===== src/hw/rtl/slp_pkg.sv =====
// Shared types, constants and helper functions of the storage unit label parser.
package slp_pkg;

    // Byte positions within the 80-byte label.
    localparam logic [6:0] POS_SEQ_LAST  = 7'd3;
    localparam logic [6:0] POS_VER_V     = 7'd4;
    localparam logic [6:0] POS_VER_MAJOR = 7'd5;
    localparam logic [6:0] POS_VER_DOT   = 7'd6;
    localparam logic [6:0] POS_VER_TENS  = 7'd7;
    localparam logic [6:0] POS_VER_UNITS = 7'd8;
    localparam logic [6:0] POS_REC_FIRST = 7'd9;
    localparam logic [6:0] POS_LEN_FIRST = 7'd15;
    localparam logic [6:0] POS_LEN_LAST  = 7'd19;
    localparam logic [6:0] POS_ID_FIRST  = 7'd20;
    localparam logic [6:0] POS_LAST      = 7'd79;
    localparam logic [6:0] LABEL_BYTES   = 7'd80;

    // Characters and the supported version 1.00.
    localparam logic [7:0] CHAR_V       = 8'h56;
    localparam logic [7:0] CHAR_DOT     = 8'h2E;
    localparam logic [7:0] CHAR_NUL     = 8'h00;
    localparam logic [3:0] VER_MAJOR_ONE = 4'd1;
    localparam logic [6:0] VER_MINOR_ONE = 7'd0;

    // Result queue sizing.
    localparam int FIFO_DEPTH = 8;
    localparam int FIFO_AW    = $clog2(FIFO_DEPTH);
    localparam int FIFO_CW    = $clog2(FIFO_DEPTH + 1);

    // Phase of a whitespace-padded decimal field.
    typedef enum logic [1:0] {
        PH_LEAD,
        PH_DIGITS,
        PH_TRAIL,
        PH_BAD
    } t_phase;

    // Label summary status codes.
    typedef enum logic [1:0] {
        ST_OK,
        ST_INCONSISTENT,
        ST_UNSUPPORTED
    } t_status;

    // One result item.
    typedef struct packed {
        logic        is_summary;
        logic [7:0]  id_byte;
        logic [13:0] seq_number;
        logic        seq_ok;
        logic [16:0] max_len;
        logic        len_ok;
        logic        structure_ok;
        logic [3:0]  major;
        logic [6:0]  minor;
        logic        version_parsed;
        t_status     status;
        logic        last;
    } t_result;

    // Results produced by one label byte, handed to the result queue.
    typedef struct packed {
        logic [1:0] count;
        t_result    first;
        t_result    second;
    } t_push;

    // Whitespace is HT, LF, VT, FF, CR and space.
    function automatic logic is_ws(input logic [7:0] b);
        return (b == 8'h20) || ((b >= 8'h09) && (b <= 8'h0D));
    endfunction

    function automatic logic is_dig(input logic [7:0] b);
        return (b >= 8'h30) && (b <= 8'h39);
    endfunction

    // Expected text of the structure field.
    function automatic logic [7:0] record_char(input logic [2:0] idx);
        logic [7:0] c;
        case (idx)
            3'd0:    c = 8'h52;
            3'd1:    c = 8'h45;
            3'd2:    c = 8'h43;
            3'd3:    c = 8'h4F;
            3'd4:    c = 8'h52;
            3'd5:    c = 8'h44;
            default: c = 8'h00;
        endcase
        return c;
    endfunction

endpackage


===== src/hw/rtl/storage_unit_label_parser_core.sv =====
// Storage unit label parser: takes label bytes one per cycle and gives identifier and summary items.
// A label enters as 80 bytes, one per cycle while not stalled, with start_label on the first byte.
// Each byte is registered, decoded in the next cycle, and its results are written to an
// eight-entry result queue whose head drives the output ports. Bytes 20 to 79 each give
// one identifier item unless the version parsed as something other than 1.00; byte 79
// also gives the summary item, so a label yields up to 61 items for 80 bytes and the
// block sustains one byte per cycle when the output side takes one item per cycle. The
// input stalls only when the result queue cannot hold two more items beyond the byte in
// flight. Bytes past the 80th give nothing until the next start byte.
module storage_unit_label_parser_core (
    input  logic        i_clk,
    input  logic        i_rst_n,
    input  logic        i_valid,
    output logic        o_stall,
    input  logic [7:0]  i_data_byte,
    input  logic        i_start_label,
    output logic        o_valid,
    input  logic        i_stall,
    output logic        o_is_summary,
    output logic [7:0]  o_id_byte,
    output logic [13:0] o_seq_number,
    output logic        o_seq_ok,
    output logic [16:0] o_max_len,
    output logic        o_len_ok,
    output logic        o_structure_ok,
    output logic [3:0]  o_major,
    output logic [6:0]  o_minor,
    output logic        o_version_parsed,
    output logic [1:0]  o_status,
    output logic        o_last
);

    logic             r_in_valid;
    logic [7:0]       r_in_byte;
    logic             r_in_start;
    logic             accept;
    slp_pkg::t_push   push;
    slp_pkg::t_result head;

    assign accept = i_valid && !o_stall;

    // Input register.
    always_ff @(posedge i_clk) begin
        if (!i_rst_n) begin
            r_in_valid <= 1'b0;
        end else begin
            r_in_valid <= accept;
        end
    end

    always_ff @(posedge i_clk) begin
        if (accept) begin
            r_in_byte  <= i_data_byte;
            r_in_start <= i_start_label;
        end
    end

    // Field decoder.
    slp_parse u_parse (
        .i_clk   (i_clk),
        .i_rst_n (i_rst_n),
        .i_valid (r_in_valid),
        .i_byte  (r_in_byte),
        .i_start (r_in_start),
        .o_push  (push)
    );

    // Result queue.
    slp_fifo u_fifo (
        .i_clk     (i_clk),
        .i_rst_n   (i_rst_n),
        .i_push    (push),
        .i_hold    (r_in_valid),
        .i_pop     (!i_stall),
        .o_no_room (o_stall),
        .o_valid   (o_valid),
        .o_head    (head)
    );

    // Output fields from the queue head.
    assign o_is_summary     = head.is_summary;
    assign o_id_byte        = head.id_byte;
    assign o_seq_number     = head.seq_number;
    assign o_seq_ok         = head.seq_ok;
    assign o_max_len        = head.max_len;
    assign o_len_ok         = head.len_ok;
    assign o_structure_ok   = head.structure_ok;
    assign o_major          = head.major;
    assign o_minor          = head.minor;
    assign o_version_parsed = head.version_parsed;
    assign o_status         = head.status;
    assign o_last           = head.last;

endmodule


===== src/hw/rtl/slp_parse.sv =====
// Per-byte label field decoder that holds the label state and forms the result items.
module slp_parse (
    input  logic           i_clk,
    input  logic           i_rst_n,
    input  logic           i_valid,
    input  logic [7:0]     i_byte,
    input  logic           i_start,
    output slp_pkg::t_push o_push
);

    logic [6:0]      r_pos,       n_pos,       c_pos;
    slp_pkg::t_phase r_phase,     n_phase,     c_phase;
    logic            r_ended,     n_ended,     c_ended;
    logic [13:0]     r_seq,       n_seq,       c_seq;
    logic            r_seq_valid, n_seq_valid, c_seq_valid;
    logic [16:0]     r_len,       n_len,       c_len;
    logic            r_len_valid, n_len_valid, c_len_valid;
    logic            r_rec,       n_rec,       c_rec;
    logic [3:0]      r_vmaj,      n_vmaj,      c_vmaj;
    logic [6:0]      r_vmin,      n_vmin,      c_vmin;
    logic            r_vmatch,    n_vmatch,    c_vmatch;

    logic            active;
    logic            in_seq;
    logic            in_len;
    logic [16:0]     acc_cur;
    logic [16:0]     acc_next;
    logic [3:0]      digit;
    logic            unsupported;
    logic            seq_ok;
    logic            emit_id;
    logic            emit_sum;
    slp_pkg::t_result res_id;
    slp_pkg::t_result res_sum;

    // A start byte sees the cleared label state.
    always_comb begin
        if (i_start) begin
            c_pos       = '0;
            c_phase     = slp_pkg::PH_LEAD;
            c_ended     = 1'b0;
            c_seq       = '0;
            c_seq_valid = 1'b0;
            c_len       = '0;
            c_len_valid = 1'b0;
            c_rec       = 1'b1;
            c_vmaj      = '0;
            c_vmin      = '0;
            c_vmatch    = 1'b1;
        end else begin
            c_pos       = r_pos;
            c_phase     = r_phase;
            c_ended     = r_ended;
            c_seq       = r_seq;
            c_seq_valid = r_seq_valid;
            c_len       = r_len;
            c_len_valid = r_len_valid;
            c_rec       = r_rec;
            c_vmaj      = r_vmaj;
            c_vmin      = r_vmin;
            c_vmatch    = r_vmatch;
        end
    end

    // Field decoding for the byte at the current position.
    always_comb begin
        n_pos       = c_pos;
        n_phase     = c_phase;
        n_ended     = c_ended;
        n_seq       = c_seq;
        n_seq_valid = c_seq_valid;
        n_len       = c_len;
        n_len_valid = c_len_valid;
        n_rec       = c_rec;
        n_vmaj      = c_vmaj;
        n_vmin      = c_vmin;
        n_vmatch    = c_vmatch;

        active   = i_valid && (c_pos < slp_pkg::LABEL_BYTES);
        in_seq   = c_pos <= slp_pkg::POS_SEQ_LAST;
        in_len   = (c_pos >= slp_pkg::POS_LEN_FIRST) && (c_pos <= slp_pkg::POS_LEN_LAST);
        digit    = i_byte[3:0];
        acc_cur  = in_seq ? 17'(c_seq) : c_len;
        acc_next = {acc_cur[13:0], 3'b000} + {acc_cur[15:0], 1'b0} + 17'(digit);

        if (active) begin
            n_pos = c_pos + 7'd1;

            // Sequence number and maximum length share one number scanner.
            if (in_seq || in_len) begin
                if (!c_ended) begin
                    if (i_byte == slp_pkg::CHAR_NUL) begin
                        n_ended = 1'b1;
                    end else if (slp_pkg::is_ws(i_byte)) begin
                        if (c_phase == slp_pkg::PH_DIGITS) begin
                            n_phase = slp_pkg::PH_TRAIL;
                        end
                    end else if (slp_pkg::is_dig(i_byte)) begin
                        if ((c_phase == slp_pkg::PH_LEAD) || (c_phase == slp_pkg::PH_DIGITS)) begin
                            n_phase = slp_pkg::PH_DIGITS;
                            if (in_seq) begin
                                n_seq = acc_next[13:0];
                            end else begin
                                n_len = acc_next;
                            end
                        end else begin
                            n_phase = slp_pkg::PH_BAD;
                        end
                    end else begin
                        n_phase = slp_pkg::PH_BAD;
                    end
                end
                // The last byte of a number field closes it.
                if ((c_pos == slp_pkg::POS_SEQ_LAST) || (c_pos == slp_pkg::POS_LEN_LAST)) begin
                    if (in_seq) begin
                        n_seq_valid = (n_phase == slp_pkg::PH_DIGITS) ||
                                      (n_phase == slp_pkg::PH_TRAIL);
                    end else begin
                        n_len_valid = (n_phase == slp_pkg::PH_DIGITS) ||
                                      (n_phase == slp_pkg::PH_TRAIL);
                    end
                    n_phase = slp_pkg::PH_LEAD;
                    n_ended = 1'b0;
                end
            end

            // Version field: V, major digit, dot, two minor digits.
            if (c_pos == slp_pkg::POS_VER_V) begin
                if (i_byte != slp_pkg::CHAR_V) begin
                    n_vmatch = 1'b0;
                end
            end else if (c_pos == slp_pkg::POS_VER_DOT) begin
                if (i_byte != slp_pkg::CHAR_DOT) begin
                    n_vmatch = 1'b0;
                end
            end else if ((c_pos >= slp_pkg::POS_VER_MAJOR) && (c_pos <= slp_pkg::POS_VER_UNITS)) begin
                if (!slp_pkg::is_dig(i_byte)) begin
                    n_vmatch = 1'b0;
                end else if (c_pos == slp_pkg::POS_VER_MAJOR) begin
                    n_vmaj = digit;
                end else if (c_pos == slp_pkg::POS_VER_TENS) begin
                    n_vmin = 7'(digit) * 7'd10;
                end else begin
                    n_vmin = c_vmin + 7'(digit);
                end
            end

            // Structure field must read RECORD.
            if ((c_pos >= slp_pkg::POS_REC_FIRST) && (c_pos < slp_pkg::POS_LEN_FIRST)) begin
                if (i_byte != slp_pkg::record_char(3'(c_pos - slp_pkg::POS_REC_FIRST))) begin
                    n_rec = 1'b0;
                end
            end
        end

        unsupported = n_vmatch &&
                      !((n_vmaj == slp_pkg::VER_MAJOR_ONE) && (n_vmin == slp_pkg::VER_MINOR_ONE));
        seq_ok      = n_seq_valid && (n_seq != 14'd0);
        emit_id     = active && (c_pos >= slp_pkg::POS_ID_FIRST) && !unsupported;
        emit_sum    = active && (c_pos == slp_pkg::POS_LAST);

        // Identifier item carries only the byte.
        res_id         = '0;
        res_id.id_byte = i_byte;

        // Summary item.
        res_sum                = '0;
        res_sum.is_summary     = 1'b1;
        res_sum.seq_number     = n_seq;
        res_sum.seq_ok         = seq_ok;
        res_sum.max_len        = n_len;
        res_sum.len_ok         = n_len_valid;
        res_sum.structure_ok   = n_rec;
        res_sum.major          = n_vmatch ? n_vmaj : slp_pkg::VER_MAJOR_ONE;
        res_sum.minor          = n_vmatch ? n_vmin : slp_pkg::VER_MINOR_ONE;
        res_sum.version_parsed = n_vmatch;
        res_sum.last           = 1'b1;
        if (unsupported) begin
            res_sum.status = slp_pkg::ST_UNSUPPORTED;
        end else if (n_vmatch && seq_ok && n_len_valid && n_rec) begin
            res_sum.status = slp_pkg::ST_OK;
        end else begin
            res_sum.status = slp_pkg::ST_INCONSISTENT;
        end

        // Order: identifier byte first, then the summary.
        o_push        = '0;
        o_push.first  = res_id;
        o_push.second = res_sum;
        if (emit_id && emit_sum) begin
            o_push.count = 2'd2;
        end else if (emit_id) begin
            o_push.count = 2'd1;
        end else if (emit_sum) begin
            o_push.count = 2'd1;
            o_push.first = res_sum;
        end
    end

    // Label state registers.
    always_ff @(posedge i_clk) begin
        if (!i_rst_n) begin
            r_pos       <= '0;
            r_phase     <= slp_pkg::PH_LEAD;
            r_ended     <= 1'b0;
            r_seq       <= '0;
            r_seq_valid <= 1'b0;
            r_len       <= '0;
            r_len_valid <= 1'b0;
            r_rec       <= 1'b1;
            r_vmaj      <= '0;
            r_vmin      <= '0;
            r_vmatch    <= 1'b1;
        end else if (i_valid) begin
            r_pos       <= n_pos;
            r_phase     <= n_phase;
            r_ended     <= n_ended;
            r_seq       <= n_seq;
            r_seq_valid <= n_seq_valid;
            r_len       <= n_len;
            r_len_valid <= n_len_valid;
            r_rec       <= n_rec;
            r_vmaj      <= n_vmaj;
            r_vmin      <= n_vmin;
            r_vmatch    <= n_vmatch;
        end
    end

endmodule


===== src/hw/rtl/slp_fifo.sv =====
// Result queue that takes up to two items per cycle and gives one per cycle when popped.
module slp_fifo (
    input  logic             i_clk,
    input  logic             i_rst_n,
    input  slp_pkg::t_push   i_push,
    input  logic             i_hold,
    input  logic             i_pop,
    output logic             o_no_room,
    output logic             o_valid,
    output slp_pkg::t_result o_head
);

    slp_pkg::t_result              r_mem [slp_pkg::FIFO_DEPTH];
    logic [slp_pkg::FIFO_AW-1:0]   r_wr, n_wr;
    logic [slp_pkg::FIFO_AW-1:0]   r_rd, n_rd;
    logic [slp_pkg::FIFO_CW-1:0]   r_count, n_count;
    logic [slp_pkg::FIFO_CW-1:0]   reserve;
    logic                          pop;

    assign pop     = i_pop && (r_count != '0);
    assign o_valid = r_count != '0;
    assign o_head  = r_mem[r_rd];

    // Room must remain for two items from the byte in flight and two from a new one.
    assign reserve   = i_hold ? slp_pkg::FIFO_CW'(4) : slp_pkg::FIFO_CW'(2);
    assign o_no_room = (r_count + reserve) > slp_pkg::FIFO_CW'(slp_pkg::FIFO_DEPTH);

    // Pointer and fill count updates.
    always_comb begin
        n_wr    = r_wr + slp_pkg::FIFO_AW'(i_push.count);
        n_rd    = r_rd + slp_pkg::FIFO_AW'(pop);
        n_count = r_count + slp_pkg::FIFO_CW'(i_push.count) - slp_pkg::FIFO_CW'(pop);
    end

    always_ff @(posedge i_clk) begin
        if (!i_rst_n) begin
            r_wr    <= '0;
            r_rd    <= '0;
            r_count <= '0;
        end else begin
            r_wr    <= n_wr;
            r_rd    <= n_rd;
            r_count <= n_count;
        end
    end

    // Item storage.
    always_ff @(posedge i_clk) begin
        if (i_push.count != 2'd0) begin
            r_mem[r_wr] <= i_push.first;
        end
        if (i_push.count == 2'd2) begin
            r_mem[r_wr + slp_pkg::FIFO_AW'(1)] <= i_push.second;
        end
    end

endmodule


===== config.mk =====
export PLATFORM = sky130hd
export DESIGN_NAME = storage_unit_label_parser_core
export DESIGN_NICKNAME = d
export VERILOG_FILES = /design/src/hw/rtl/slp_pkg.sv /design/src/hw/rtl/storage_unit_label_parser_core.sv /design/src/hw/rtl/slp_parse.sv /design/src/hw/rtl/slp_fifo.sv
export SDC_FILE = /design/constraint.sdc
export NUM_CORES = 1
export LEC_CHECK = 0
export BUFFER_PORTS_ARGS = -buffer_cell sky130_fd_sc_hd__buf_2
export CORE_MARGIN = 2
export CORE_UTILIZATION = 57
export DETAILED_ROUTE_END_ITERATION = 8
export HOLD_SLACK_MARGIN = 0.05
export PLACE_DENSITY = 0.77
export SLEW_MARGIN = 40
export SYNTH_ARGS = -nofsm -noshare
export SYNTH_HDL_FRONTEND = slang
export SYNTH_SLANG_ARGS = --single-unit

===== constraint.sdc =====
create_clock -name i_clk -period 6.5 [get_ports i_clk]
set_clock_uncertainty 0.2 [all_clocks]
set_input_delay 1.3 -clock i_clk [delete_from_list [all_inputs] [get_ports i_clk]]
set_output_delay 1.3 -clock i_clk [all_outputs]
set_load 0.1 [all_outputs]

==> results.py <==
metrics = {
    "final_layout": {
        "regArea_um2": 14600,
        "multiInputGateArea_um2": 11100,
        "syn_to_final_growth_pct": 11.0,
        "final_nets": 2219,
        "drive_gt1_share_pct": 22.3,
        "num_antenna_cells": 0,
        "fillCellCount": 3277,
    },
    "clocking": {
        "cts_tree": "built",
        "clock_tree.root_cell": "clkbuf_16",
        "clk_latency_ns": 0.60,
        "clock_sinks": 532,
        "clock_path_buffers": 3,
        "htree_levels": 2,
        "numCtsBuffers": 54,
        "clkTransAtPathRegs_ns": 0.06,
    },
    "pwr": {
        "swShare_pct": 36.4,
        "p_per_area_nw_per_um2": 345,
        "ir_drop_uv": 354,
        "p_leak_nw": 9.39,
        "p_int_mw": 6.43,
        "p_switching_mw": 3.67,
        "p_comb_share_pct": 32.4,
        "seq_power_share_pct": 38.0,
        "power.share.clock_pct": 29.6,
    },
    "setup_path": {
        "crit_start": "r_in_start",
        "required_ns": 6.70,
        "critPathLaunchType": "flip-flop",
        "r2r-start": "r_in_start",
        "path_class": "flip-flop to flip-flop",
        "crit_fanout": 10,
        "crit_arrival_ns": 6.10,
        "critPathCaptureType": "flip-flop",
    },
    "sta": {
        "hold_viol": 0,
        "period_share_pct": 90.7,
        "rsz0062_at_grt": "no",
        "setup_tns_ns": 0,
        "period_minus_slack_ns": 5.90,
        "setup_slack_ns": 0.604,
        "setup_viol": 0,
        "report.final.slew_viol_count": 0,
        "tightest_slew_ns": 0.923,
        "slew_headroom_pct": 38.5,
        "max_freq_mhz": 170,
    },
    "global_route": {
        "grtUsageMet1_pct": 42.7,
        "grt.total_usage_pct": 31.4,
        "grt-ovfl-total": 0,
        "grt_pass1_vias": 19300,
        "grt_pass1_wl_mm": 114,
        "grt_max_degree": 78,
        "grt-busiest-layer": "met2",
        "antenna_found_initial": 1,
        "grt_util_met2_pct": 50.6,
        "grt_use_met3_pct": 6.21,
    },
    "logic_synthesis": {
        "synth_cell_types": 92,
        "synth-async-reset-ratio_pct": 0,
        "synth_top_flop_cell": "edfxtp_1",
        "yosys.area.top_type": "edfxtp_1",
        "yosysMostFrequentCell": "a21oi_1",
        "yosysSeqAreaShare_pct": 55.2,
        "syn_nets": 2216,
        "ys_seq_elements": 532,
        "syn-cell-area_um2": 26400,
        "yosys-top-cells-area": "edfxtp_1 (45%), dfxtp_1 (11%), mux4_2 (9.7%)",
        "syn-instance-count": 2138,
        "synth-edff-count": 393,
        "syn_area_per_cell_um2": 12.4,
        "yosysWarnings": 0,
        "synth_common_cells": "a21oi_1 (417), edfxtp_1 (393), dfxtp_1 (139), clkbuf_1 (115), mux4_2 (114)",
        "netlist.area_leader.share_pct": 44.7,
    },
    "place": {
        "dpl.hpwl_mm": 44.9,
        "gp_congestion": 0.900,
        "port_buffers": 72,
        "dp_slack_ns": 0.327,
    },
    "routing": {
        "wl_per_cell_um": 26.9,
        "viasPerCell": 6.99,
        "drc": 0,
        "routed_wl_mm": 74.8,
        "final_antenna_net_count": 0,
        "vias": 19500,
        "drtIter0Drc": 2601,
        "drtPass1Iterations": 6,
    },
    "flow_run": {
        "maxCapViolCount": 0,
    },
    "floorplan": {
        "start_util_pct": 58.0,
        "dieArea_um2": 48100,
        "die_width_um": 219,
        "die_h_um": 219,
        "io_pins": 73,
        "fp-row-count": 78,
        "coreArea_um2": 45600,
    },
    "outcome": {
        "status": "finished clean",
    },
    "hold_path": {
        "hp-start": "u_parse.r_vmin[0]",
        "hold_class": "flip-flop to flip-flop",
    },
}
## power by group through the flow
stage | Sequential (mW) | Clock (mW) | Combinational [mW]
floorplan | 3.80 | 0 | 2.69
global placement | 3.97 | 0 | 3.12
detailed placement | 3.92 | 0 | 3.25
CTS | 3.85 | 3.00 | 3.26
global route | 3.86 | 3.14 | 3.44
finish | 3.84 | 2.99 | 3.27
## critical path, stage by stage (launching register included)
cell and delay, ns:
edfxtp_1 0.46, inv_2 0.09, nand2_1 0.13, inv_1 0.18
ha_1 0.18, and3b_1 0.22, o31ai_4 0.42, nand2_1 0.10
a21oi_1 0.24, fa_1 0.50, ha_1 0.30, a211oi_1 0.50
o21ai_0 0.38, and4_1 0.33, or3_1 0.36, a31oi_1 0.38
a41oi_2 0.35, a211oi_1 0.35
## placed cells by master (no fill, tap or decap), types with 15 or more instances in the layout
master and instances:
o31ai_1 59, inv_1 30, nor3_1 17, buf_4 47, a21oi_1 409, and3_1 15
buf_2 72, buf_12 16, nand3_1 83, mux2_2 62, mux4_2 114, o21ai_0 22
nor2_1 106, nor2b_1 20, a22oi_1 16, a211oi_1 47, nand2_1 84, dfxtp_1 135
edfxtp_1 393, clkbuf_16 55, ha_1 58
## flip-flops by register name (all words and copies together) (netlist names)
signal	count
r_in_byte	8
r_in_start	1
r_in_valid	1
u_fifo.r_count	4
u_fifo.r_mem	456
u_fifo.r_rd	3
u_fifo.r_wr	3
u_parse.r_ended	1
u_parse.r_len	17
u_parse.r_len_valid	1
u_parse.r_phase	2
u_parse.r_pos	7
u_parse.r_rec	1
u_parse.r_seq	14
u_parse.r_seq_valid	1
u_parse.r_vmaj	4
u_parse.r_vmatch	1
u_parse.r_vmin	7
## repair_timing
item / CTS / global route
hold buffers: 0 / 0
endpoints found under the setup margin: 0 / 8
setup buffers: 0 / 2
resized for setup: 0 / 3
## logic make-up after synthesis
logic type | count (synthesis) | share of synthesized area (%)
flops | 532 | 55.2
xor+xnor | 22 | 0.729
mux | 184 | 12.7
buf+inv | 230 | 3.93
compound gates | 687 | 16.2
fa+ha+maj | 65 | 3.28
simple gates | 418 | 8.01
## per-stage QoR
step / power, mW / hold WS, ns / area, um^2 / std cells / util, %
floorplan: 6.49 / 0.230 / 26400 / 2138 / -
global placement: 7.09 / 0.240 / 27400 / 2675 / 60.0
detailed placement: 7.16 / 0.244 / 27600 / 2682 / 60.5
CTS: 10.1 / 0.252 / 29300 / 2782 / 64.2
global route: 10.4 / 0.273 / 29300 / 2785 / 64.4
finish: 10.1 / 0.253 / 29300 / 2785 / 64.4
## final timing paths
check / slack [ns] / cells after the start / end
setup / recovery: 0.60 / 17 / u_fifo.r_mem[1][1]
hold reg to reg: 0.25 / 2 / u_parse.r_vmin[0]
hold / removal: 0.25 / 2 / u_parse.r_vmin[0]
setup reg to reg: 0.60 / 17 / u_fifo.r_mem[1][1]
## layout make-up
type	count	area share (%)
flip-flops and latches	532	49.8
well taps	600	2.56
inverters	37	0.473
clock buffers	74	5.14
repair buffers	140	3.77
clock inverters	26	0.601
multi-input cells	1376	37.7
## metal layers
metal	up-vias	wire length, um
li1	8349	-
met1	9574	28100
met2	1342	35700
met3	207	8660
met4	0	2330
met5	-	0
Power figures use the tool's default switching activity.
